File: config.mk
export PLATFORM = sky130hd
export DESIGN_NAME = cma_ctrl
export DESIGN_NICKNAME = d
export VERILOG_FILES = /design/src/design/assert_macros.svh /design/src/design/cma_pkg.sv /design/src/design/cma_ctrl.sv
export SDC_FILE = /design/constraint.sdc
export NUM_CORES = 1
export LEC_CHECK = 0
export ABC_CLOCK_PERIOD_IN_PS = 3000
export CAP_MARGIN = 5
export CORE_MARGIN = 2
export CORE_UTILIZATION = 40
export CTS_BUF_LIST = sky130_fd_sc_hd__clkbuf_4
export CTS_CLUSTER_SIZE = 24
export DETAILED_ROUTE_END_ITERATION = 16
export DONT_BUFFER_PORTS = 1
export PLACE_DENSITY = 0.63
export RECOVER_POWER = 50
export SKIP_CTS_REPAIR_TIMING = 1
export SLEW_MARGIN = 20
export SYNTH_ARGS = -nofsm -noshare
export SYNTH_HDL_FRONTEND = slang
export SYNTH_SLANG_ARGS = --single-unit
File: constraint.sdc
create_clock -name clk -period 3 [get_ports clk]
set_input_delay 0.45 -clock clk [delete_from_list [all_inputs] [get_ports clk]]
set_output_delay 0.45 -clock clk [all_outputs]
set_load 0.05 [all_outputs]
File: src/design/assert_macros.svh
// assertion macros used by the correlation matrix accumulator top file
// expects clk and arst_n in the scope of each use
`ifndef ASSERT_MACROS_SVH
`define ASSERT_MACROS_SVH

// plain property, checked on every edge outside reset
`define CMA_ASSERT(lbl, prop, msg) \
	lbl: assert property (@(posedge clk) disable iff (!arst_n) (prop)) else $error(msg);

// same-cycle implication
`define CMA_ASSERT_IMP(lbl, ante, cons, msg) \
	lbl: assert property (@(posedge clk) disable iff (!arst_n) (ante) |-> (cons)) \
		else $error(msg);

// next-cycle implication
`define CMA_ASSERT_NXT(lbl, ante, cons, msg) \
	lbl: assert property (@(posedge clk) disable iff (!arst_n) (ante) |=> (cons)) \
		else $error(msg);

`endif

File: src/design/cma_pkg.sv
// shared types and constants of the correlation matrix accumulator
// no dependencies
package cma_pkg;

	localparam int FEAT_MAX_DEF = 8;
	localparam int CNT_W  = 4;
	localparam int FIDX_W = 3;
	localparam int VAL_W  = 32;
	localparam int DEV_W  = 33;
	localparam int SUM_W  = 64;
	localparam int CORR_W = 16;
	localparam int ROOT_W = 32;
	localparam int K_W    = 5;
	localparam int Q_W    = 22;
	localparam int DIVI_W = 8;

	// item kinds
	localparam logic [1:0] KIND_MEAN   = 2'd0;
	localparam logic [1:0] KIND_SAMPLE = 2'd1;
	localparam logic [1:0] KIND_FINISH = 2'd2;

	typedef struct packed {
		logic [1:0]              kind;
		logic [FIDX_W-1:0]       element_index;
		logic signed [VAL_W-1:0] element_value;
		logic                    element_null;
	} item_t;

	typedef struct packed {
		logic [FIDX_W-1:0]        row;
		logic [FIDX_W-1:0]        column;
		logic signed [CORR_W-1:0] correlation;
		logic                     zero_variance;
		logic                     status;
		logic                     last;
	} result_t;

	typedef enum logic [3:0] {
		ST_IDLE, ST_EXEC, ST_ACC_RD, ST_ACC_MUL, ST_ACC_WR, ST_ERR,
		ST_DG_RD, ST_DG_LD, ST_DG_NORM, ST_DG_SQRT, ST_DG_WR,
		ST_PR_RD, ST_PR_LD, ST_PR_DIV, ST_PR_OUT, ST_CLEAR
	} state_t;

	typedef struct packed {
		logic item_ld;
		logic mean_wr;
		logic dev_wr;
		logic cnt_clr;
		logic step_pair;
		logic step_diag;
		logic acc_mul;
		logic acc_wr;
		logic diag_sel;
		logic dg_ld;
		logic norm_step;
		logic sq_init;
		logic sq_step;
		logic root_wr;
		logic pr_rd;
		logic pr_ld;
		logic div_step;
		logic emit_pair;
		logic emit_err;
		logic clear;
	} cmd_t;

	typedef struct packed {
		logic is_mean;
		logic is_sample;
		logic is_finish;
		logic in_range;
		logic completes;
		logic vec_ok;
		logic mean_ok;
		logic pair_last;
		logic diag_last;
		logic x_zero;
		logic norm_done;
		logic sq_last;
		logic special;
		logic div_fin;
	} sts_t;

endpackage

File: src/design/cma_ctrl.sv
// controller state machine of the correlation matrix accumulator
// depends on cma_pkg
module cma_ctrl (
	input  logic          clk,
	input  logic          arst_n,
	input  logic          start,
	input  cma_pkg::sts_t sts,
	output cma_pkg::cmd_t cmd,
	output logic          busy
);
	import cma_pkg::*;

	state_t state_q, state_d;

	// state register
	always_ff @(posedge clk or negedge arst_n) begin
		if (!arst_n) begin
			state_q <= ST_IDLE;
		end else begin
			state_q <= state_d;
		end
	end

	// next state
	always_comb begin
		state_d = state_q;
		unique case (state_q)
			ST_IDLE: if (start) state_d = ST_EXEC;
			ST_EXEC: begin
				state_d = ST_IDLE;
				if (sts.is_sample && sts.in_range && sts.completes && sts.vec_ok)
					state_d = ST_ACC_RD;
				else if (sts.is_finish)
					state_d = sts.mean_ok ? ST_DG_RD : ST_ERR;
			end
			ST_ACC_RD:  state_d = ST_ACC_MUL;
			ST_ACC_MUL: state_d = ST_ACC_WR;
			ST_ACC_WR:  state_d = sts.pair_last ? ST_IDLE : ST_ACC_RD;
			ST_ERR:     state_d = ST_CLEAR;
			ST_DG_RD:   state_d = ST_DG_LD;
			ST_DG_LD:   state_d = ST_DG_NORM;
			ST_DG_NORM: begin
				if (sts.x_zero) state_d = ST_DG_WR;
				else if (sts.norm_done) state_d = ST_DG_SQRT;
			end
			ST_DG_SQRT: if (sts.sq_last) state_d = ST_DG_WR;
			ST_DG_WR:   state_d = sts.diag_last ? ST_PR_RD : ST_DG_RD;
			ST_PR_RD:   state_d = ST_PR_LD;
			ST_PR_LD:   state_d = sts.special ? ST_PR_OUT : ST_PR_DIV;
			ST_PR_DIV:  if (sts.div_fin) state_d = ST_PR_OUT;
			ST_PR_OUT:  state_d = sts.pair_last ? ST_CLEAR : ST_PR_RD;
			ST_CLEAR:   state_d = ST_IDLE;
			default:    state_d = ST_IDLE;
		endcase
	end

	// command outputs
	always_comb begin
		cmd  = '0;
		busy = (state_q != ST_IDLE);
		unique case (state_q)
			ST_IDLE: cmd.item_ld = start;
			ST_EXEC: begin
				cmd.mean_wr = sts.is_mean && sts.in_range;
				cmd.dev_wr  = sts.is_sample && sts.in_range;
				cmd.cnt_clr = 1'b1;
			end
			ST_ACC_RD:  ;
			ST_ACC_MUL: cmd.acc_mul = 1'b1;
			ST_ACC_WR: begin
				cmd.acc_wr    = 1'b1;
				cmd.step_pair = 1'b1;
			end
			ST_ERR: cmd.emit_err = 1'b1;
			ST_DG_RD: cmd.diag_sel = 1'b1;
			ST_DG_LD: begin
				cmd.diag_sel = 1'b1;
				cmd.dg_ld    = 1'b1;
			end
			ST_DG_NORM: begin
				cmd.sq_init   = !sts.x_zero && sts.norm_done;
				cmd.norm_step = !sts.x_zero && !sts.norm_done;
			end
			ST_DG_SQRT: cmd.sq_step = 1'b1;
			ST_DG_WR: begin
				cmd.root_wr   = 1'b1;
				cmd.step_diag = !sts.diag_last;
				cmd.cnt_clr   = sts.diag_last;
			end
			ST_PR_RD:  cmd.pr_rd = 1'b1;
			ST_PR_LD:  cmd.pr_ld = 1'b1;
			ST_PR_DIV: cmd.div_step = !sts.div_fin;
			ST_PR_OUT: begin
				cmd.emit_pair = 1'b1;
				cmd.step_pair = 1'b1;
			end
			ST_CLEAR: cmd.clear = 1'b1;
			default: ;
		endcase
	end

endmodule

==> run metrics, run 1 <==
vias in the first global route 599; crit path time final 2.407 ns; reg2reg path depth 3; Die Width 42.59 µm; endpoints failing setup 0; r2r endpoint state_q[0]; Critical Path End Type output pin; hold crit path type input pin to flop; Synth Area per Inst 7.090 µm²; grt total ovfl 0; post-synth net total 101; antenna cells 0; worst ir drop on vdd 0.0004630 V; Worst EP arrival 1.96 ns; via/cell ratio 5.974; CTS Root Cell clkbuf_4; Leakage 0.3047 nW; WHS Path Cells 2; initial antenna violation count 0; final hold violations 0; number of I/O pins 38; Bufs and invs on worst path 0; R2R setup slack 1.06 ns; Worst-Skew Late Latency 0.25 ns; CTS buffer count 3; Slew headroom 40.33%; worst-path cell chain or2_0, nor4_4; final RePlAce weighted congestion 0.8596; TritonCTS clock tree yes; htree depth 1; Slew Limit Fails 0; final core utilization 54.59%; worst-path maximum fanout 16; RR Startpoint state_q[0]; critical path's top delay family simple AND/OR/NAND/NOR gates; largest net degree at the start of global routing 22; Seq/Total Area, Yosys 16.81%; Post-Route WL 1737 µm; final clock skew 0.01273 ns; Pwr Total 0.9828 mW; Critical Path Source Type flop; max incr delay on CP 0.78 ns; power per cell area 1334 mW/mm²; CTS max path bufs 2; Layout area overhead 23.74%; PortBufs 0; MaxCap Viol Count 0; Overall Global Routing Usage 19.93%; Worst path slowest cell nor4_4; DP Area 725.7 µm²; DR vias 687; Synth Instances 84; remaining antenna violation count 0; fmax 0.4155 GHz; Regs by FF count state_q (4); Starting DRT DRC Count 15; count of cell types in the netlist 34; largest reg by FF count state_q; DR pass1 iterations 4; max reg flops 4; Tcrit/Tclk final 80.22%; share of layout cells above drive strength 1 28.00%; Seq cells post-synth 4; site row count 13; final net count 119; clock slew at reported path FFs 0.05 ns; run status finished clean; Yosys warning count 0; routed length per instance 15.10 µm; initial core utilization 44.11%; Final Instance Area 737.0 µm²; first-pass GRT wire length 2718 µm; TritonCTS Sinks 4; Vert. Die Dim 42.59 µm; DP Wirelength 1306 µm; setup TNS 0 ns; DRC 0; Hold Path Origin start; RSZ-0062 raised after global routing no; CP Data Required Time 2.55 ns; Core Region 0.001350 mm²; worst slew pin tran 0.8883 ns; critical path class flop to output pin; DIE AREA 0.001813 mm²; synthesized cell area 595.6 µm²; hold path endpoint state_q[0]
==> cells in the final DEF (no fill, tap or decap), drive strengths merged, types with 2 or more instances in the layout <==
cell type	instances
nor2	18
buf	15
clkbuf	8
nand2	7
a21oi	5
nand2b	5
nor3	4
dfrtp	4
a211oi	4
a31oi	3
nor4	3
inv	3
o22ai	2
o21bai	2
o31ai	2
o21ai	2
==> cell families after synthesis <==
kind of cell    synth area share [%]
buf+inv                        10.50
mux                            3.571
compound gates                 28.15
flops                          16.81
simple gates                   40.97
==> worst max-delay path by stage <==
stage,end,cells past startpoint,slack [ns],from
after CTS,cmd[9],2,0.70,state_q[0]
after floorplan,cmd[17],3,0.29,state_q[2]
after global placement,cmd[9],2,1.01,state_q[0]
after detailed placement,cmd[9],2,0.97,state_q[0]
after global routing,cmd[9],2,0.54,state_q[0]
final,cmd[9],2,0.59,state_q[0]
==> layer usage <==
layer  up-vias  part of all wire [%]  global-route usage [%]  wire, µm
met5         -                     0                       0         0
met4         0                   1.7                   7.500        30
met3         2                   8.1                   6.466       140
met2        30                    50                   30.77       864
met1       320                    40                   25.58       702
li1        335                     -                       -         -
==> report_power, final <==
group,internal [mW],leakage [nW],total [mW],switching (mW)
registers,0.0832,0.0475,0.136,0.0526
logic,0.234,0.243,0.774,0.540
clock network,0.0451,0.0138,0.0732,0.0281
==> area by class of cell <==
type                    instances  area (µm²)
clock buffers                   3       22.52
fillers                       138       613.1
inverters                       3       11.26
multi-input cells              69       442.9
flip-flops and latches          4       100.1
well taps                      15       18.77
repair buffers                 21       141.4
==> cells in the mapped netlist (all sizes together) <==
cell type	number	area (µm²)
o21ai	2	10.00
nor2b	1	6.260
buf	8	51.29
o31ai	2	15.01
and3	1	6.260
nand4	1	6.260
o22a	1	8.760
mux2i	1	10.01
nor4bb	1	10.01
nand2	7	26.28
o2bb2ai	1	8.760
or2	1	8.760
nor2	18	67.56
nor4	3	33.78
mux2	1	11.26
nor4b	1	15.01
o21bai	2	15.01
o22ai	2	12.51
nand2b	5	38.78
a31oi	3	18.77
a211oi	4	45.05
dfrtp	4	100.1
nor3	4	20.02
nand3	1	5.000
o311ai	1	8.760
inv	3	11.26
a21oi	5	25.02
==> through the flow <==
stage               hold WS, ns  std cells  setup slack, ns
global placement         0.1545        111            1.009
CTS                     -0.1164        114           0.7032
finish                   0.4237        115           0.5934
global route             0.4385        115           0.5436
detailed placement       0.1545        111           0.9737
floorplan                0.1544         84           0.2883
(Power assumes the default switching activity.)
==> run 2: changes to the inputs <==
--- a/config.mk
+++ b/config.mk
@@ -5,7 +5,7 @@
 export SDC_FILE = /design/constraint.sdc
 export NUM_CORES = 1
 export LEC_CHECK = 0
-export ABC_CLOCK_PERIOD_IN_PS = 3000
+export ABC_CLOCK_PERIOD_IN_PS = 2500
 export CAP_MARGIN = 5
 export CORE_MARGIN = 2
 export CORE_UTILIZATION = 40
==> constraint.sdc (replaced) <==
create_clock -name clk -period 2.5 [get_ports clk]
set_input_delay 0.375 -clock clk [delete_from_list [all_inputs] [get_ports clk]]
set_output_delay 0.375 -clock clk [all_outputs]
set_load 0.05 [all_outputs]
==> run 2 against run 1 <==
  * Highest routed layer unchanged
  * Global-route usage down 1.9 points
  * Core utilization up 0.74 points
  * Largest power group unchanged
  * Wire length up 1.7%
  * Via count up 3.6%
  * Sequential power up 39%
==> run metrics, run 2 (synthesized netlist as in run 1, its figures left out) <==
DIE AREA 0.001813 mm² (unchanged); worst ir drop on vdd 0.0006818 V (+47%); initial core utilization 44.11% (unchanged); Starting DRT DRC Count 25 (+10); Slew Limit Fails 0 (unchanged); number of I/O pins 38 (unchanged); Die Width 42.59 µm (unchanged); Overall Global Routing Usage 17.99% (-1.9 points); DR vias 712 (+3.6%); critical path's top delay family simple AND/OR/NAND/NOR gates; final core utilization 55.33% (+0.74 points); MaxCap Viol Count 0 (unchanged); Bufs and invs on worst path 1 (+1); Fillers 130 (-5.8%); max incr delay on CP 0.53 ns (-0.25 ns); Critical Path End Type output pin; Layout area overhead 25.42%; Core Region 0.001350 mm² (unchanged); antenna cells 0 (unchanged); Post-Place Cells 112 (+0.90%); Vert. Die Dim 42.59 µm (unchanged); worst slew pin tran 0.5972 ns (-0.2911 ns); final hold violations 0 (unchanged); Worst EP arrival 1.70 ns (-0.26 ns); WHS 0.3632 ns (-0.06057 ns); DP Wirelength 1282 µm (-1.9%); Critical Path Source Type flop; DR pass1 iterations 4 (unchanged); Worst path slowest cell dfrtp_1; DP Area 733.2 µm² (+1.0%); clock slew at reported path FFs 0.04 ns (about the same); hold crit path type input pin to flop; max reg flops 4 (unchanged); final RePlAce weighted congestion 0.7896 (-8.1%); endpoints failing setup 0 (unchanged); remaining antenna violation count 0 (unchanged); Post-Route WL 1766 µm (+1.7%); crit path time final 2.075 ns; CTS buffer count 3 (unchanged); routed length per instance 15.22 µm (+0.79%); most frequent cells in the layout 18 x nor2_1, 18 x buf_4, 7 x nand2_1, 5 x a21oi_1; DRC 0 (unchanged); Worst-Skew Late Latency 0.23 ns (-0.02 ns); largest reg by FF count state_q; worst-path cell chain or2_0, nor4b_2, buf_4; CP Data Required Time 2.12 ns (-0.43 ns); power per cell area 1568 mW/mm² (+18%); initial antenna violation count 0 (unchanged); Final Instance Area 747.0 µm² (+1.4%); Tcrit/Tclk final 83.01%; largest net degree at the start of global routing 21 (-4.5%); grt total ovfl 0 (unchanged); Regs by FF count state_q (4); via/cell ratio 6.138 (+2.7%); site row count 13 (unchanged); final clock skew 0.002518 ns (-0.01021 ns); run status finished clean; CTS Root Cell clkbuf_4; TritonCTS clock tree yes; share of layout cells above drive strength 1 29.70% (+1.7 points); Slew headroom 60.36% (+20 points); PortBufs 0 (unchanged); Leakage 0.3175 nW (+4.2%); critical path class flop to output pin; vias in the first global route 614 (+2.5%); RSZ-0062 raised after global routing no; fmax 0.4819 GHz; worst-path maximum fanout 16 (unchanged); first-pass GRT wire length 2532 µm (-6.8%); final net count 120 (+0.84%); htree depth 1 (unchanged); post-route insts no fill 116 (+0.87%); CTS max path bufs 2 (unchanged); TritonCTS Sinks 4 (unchanged)
-- run 2: cell count changes in the layout (fill, tap and decap cells not counted), sizes merged --
| cell | previous run | this run |
|---|---|---|
| buf | 15 | 18 |
| clkbuf | 8 | 6 |
-- run 2: final timing paths --
check / startpoint / end / slack [ns] / cells past startpoint
worst max-delay path: state_q[0] / cmd[8] / 0.42 / 3
worst min-delay path: sts[5] / state_q[3] / 0.36 / 2
worst max register to register: state_q[0] / state_q[1] / 0.87 / 4
worst min register to register: state_q[1] / state_q[3] / 0.70 / 1
max in group asynchronous: arst_n / state_q[3] / 1.91 / 1
min in group asynchronous: arst_n / state_q[1] / 0.42 / 1
-- run 2: metal layers --
layer  wire length (µm)  GRT usage, %
met1                673         19.90
met2                880         32.31
met3                178         4.310
met4                 34         7.500
met5                  0             0
-- run 2: cell type report --
| class | instances | area [µm²] | share of cell area, % |
|---|---|---|---|
| multi-input combinational | 69 | 437.9 | 58.63 |
| timing repair buffer | 22 | 156.4 | 20.94 |
| sequential | 4 | 100.1 | 13.40 |
| clock buffer | 3 | 22.52 | 3.015 |
| tap | 15 | 18.77 | 2.513 |
| inverter | 3 | 11.26 | 1.508 |
-- run 2: stage by stage --
step / total power, mW / setup WS (ns) / TNS [ns]
finish: 1.171 / 0.4248 / 0
global placement: 1.091 / 0.7506 / 0
floorplan: 0.9441 / -0.1367 / -0.2734
detailed placement: 1.107 / 0.6675 / 0
CTS: 1.193 / 0.4169 / 0
global route: 1.251 / 0.3169 / 0
-- run 2: report_power, final --
group / internal, mW / switching, mW / total (mW)
Clock: 0.0538 / 0.0280 / 0.0818
Combinational: 0.286 / 0.614 / 0.901
Sequential: 0.0997 / 0.0890 / 0.189
-- run 2: worst register-to-register path, cell delays in order (launching register included) --
cell and delay, ns:
dfrtp_1 0.53, or2_0 0.41, nor4_4 0.25, buf_4 0.26, a211oi_2 0.06
==> run 3: changes to the inputs <==
--- a/config.mk
+++ b/config.mk
@@ -5,7 +5,7 @@
 export SDC_FILE = /design/constraint.sdc
 export NUM_CORES = 1
 export LEC_CHECK = 0
-export ABC_CLOCK_PERIOD_IN_PS = 2500
+export ABC_CLOCK_PERIOD_IN_PS = 2200
 export CAP_MARGIN = 5
 export CORE_MARGIN = 2
 export CORE_UTILIZATION = 40
==> constraint.sdc (replaced) <==
create_clock -name clk -period 2.2 [get_ports clk]
set_input_delay 0.33 -clock clk [delete_from_list [all_inputs] [get_ports clk]]
set_output_delay 0.33 -clock clk [all_outputs]
set_load 0.05 [all_outputs]
==> run 3 against run 2 <==
  * Wire length is 3.9% lower
  * Die area unchanged
  * Design area stayed put
  * First-iteration DRC count fell by 48%
  * Power increased by 13%
  * Setup slack got worse by 0.26 ns
  * Final cell count did not move
  * Critical path depth unchanged
  * Critical endpoint unchanged
==> run metrics, run 3 (synthesized netlist as in run 1, its figures left out) <==
max incr delay on CP 0.52 ns (about the same); Core Region 0.001350 mm² (unchanged); critical path's top delay family simple AND/OR/NAND/NOR gates; Vert. Die Dim 42.59 µm (unchanged); most frequent cells in the layout 18 x nor2_1, 17 x buf_4, 7 x nand2_1, 5 x a21oi_1; number of I/O pins 38 (unchanged); Slew Limit Fails 0 (unchanged); Leakage 0.3231 nW (+1.8%); share of layout cells above drive strength 1 31.68% (+2.0 points); max layer used met4; Die Width 42.59 µm (unchanged); routed length per instance 14.64 µm (-3.9%); run status finished clean; CP Data Required Time 1.87 ns (-0.25 ns); final net count 120 (unchanged); DRC 0 (unchanged); RR Startpoint state_q[0]; power per cell area 1770 mW/mm² (+13%); hold crit path type input pin to flop; WHS 0.2984 ns (-0.06475 ns); worst setup margin 0.1664 ns (-0.2584 ns); worst-path cell chain or2_0, nor4b_2, buf_4; TritonCTS clock tree yes; commonest non-fill, non-tap cell in the layout nor2_1; final hold violations 0 (unchanged); DR WL met2 836 µm (-5.0%); setup TNS 0 ns (unchanged); MaxCap Viol Count 0 (unchanged); Tcrit/Tclk final 92.44%; Critical Path Source Type flop; max reg flops 4 (unchanged); Starting DRT DRC Count 13 (-48%); DIE AREA 0.001813 mm² (unchanged); CTS buffer count 3 (unchanged); worst slew pin tran 0.5925 ns (-0.004649 ns); Regs by FF count state_q (4); TritonCTS Sinks 4 (unchanged); antenna cells 0 (unchanged); Layout area overhead 25.42% (unchanged); DP Wirelength 1272 µm (-0.74%); Worst path slowest cell dfrtp_1; final RePlAce weighted congestion 0.8337 (+5.6%); Hold Path Origin start; Worst-Skew Late Latency 0.24 ns (about the same); Post-Route WL 1698 µm (-3.9%); Critical Path End Type output pin; via/cell ratio 5.974 (-2.7%); first-pass GRT wire length 2677 µm (+5.7%); worst ir drop on vdd 0.0005922 V (-13%); RSZ-0062 raised after global routing no; largest reg by FF count state_q; Bufs and invs on worst path 1 (unchanged); Worst EP arrival 1.70 ns (about the same); critical path class flop to output pin; site row count 13 (unchanged); final clock skew 0.001439 ns (-0.001079 ns); metal3 WL 122 µm (-31%); initial core utilization 44.11% (unchanged); grt total ovfl 0 (unchanged); htree depth 1 (unchanged); M1 WL 721 µm (+7.1%); CTS Root Cell clkbuf_4; Slew headroom 60.67% (+0.31 points); remaining antenna violation count 0 (unchanged); largest net degree at the start of global routing 21 (unchanged); initial antenna violation count 0 (unchanged); clock slew at reported path FFs 0.04 ns (about the same); DR pass1 iterations 4 (unchanged); Overall Global Routing Usage 19.40% (+1.4 points); Pwr Total 1.322 mW (+13%); endpoints failing setup 0 (unchanged); crit path time final 2.034 ns; vias in the first global route 582 (-5.2%); fmax 0.4917 GHz; CTS max path bufs 2 (unchanged); DR vias 693 (-2.7%); PortBufs 0 (unchanged); worst-path maximum fanout 16 (unchanged); Setup WS pre-CTS 0.4407 ns (-0.2268 ns); Critical Path Start state_q[0]
## run 3: cell count changes in the layout (fill, tap and decap cells not counted)
cell      delta
buf_4        -1
clkbuf_2     +3
nor3_2       +1
o311ai_1     +1
o311ai_0     -1
clkbuf_1     -2
nor3_1       -1
a211oi_1     +1
a211oi_2     -1
## run 3: cell type report
| cell class | instances | area (µm²) |
|---|---|---|
| clock buffer | 3 | 22.52 |
| fill | 130 | 603.1 |
| inverter | 3 | 11.26 |
| multi-input combinational | 69 | 437.9 |
| sequential | 4 | 100.1 |
| tap | 15 | 18.77 |
| timing repair buffer | 22 | 156.4 |
## run 3: power breakdown
group	internal [mW]	switching, mW
Sequential	0.114	0.0687
Clock	0.0615	0.0374
Combinational	0.320	0.721
Total	0.495	0.827
## run 3: metrics by stage
step	area, µm²	util (%)	cells
after floorplan	600.6	-	84
after global placement	738.2	54.68	112
after detailed placement	738.2	54.68	112
after CTS	760.7	56.35	115
after global routing	747.0	55.33	116
final	747.0	55.33	116
## run 3: final timing paths
kind | end | slack (ns) | depth (start not counted)
max | cmd[8] | 0.17 | 3
min | state_q[0] | 0.30 | 2
max reg2reg | state_q[0] | 0.59 | 4
min reg2reg | state_q[3] | 0.67 | 1
max in group asynchronous | state_q[3] | 1.67 | 1
min in group asynchronous | state_q[0] | 0.36 | 1
## run 3: worst register-to-register path: stages, from the launching register on
cell	delay (ns)
dfrtp_1	0.52
or2_0	0.40
nor4_4	0.24
buf_4	0.25
a211oi_1	0.08
## run 3: per-layer routing
| layer | GRT usage [%] | vias up |
|---|---|---|
| met5 | 0 | - |
| met4 | 9.375 | 0 |
| met3 | 3.448 | 2 |
| met2 | 29.54 | 29 |
| met1 | 26.10 | 324 |
| li1 | - | 338 |
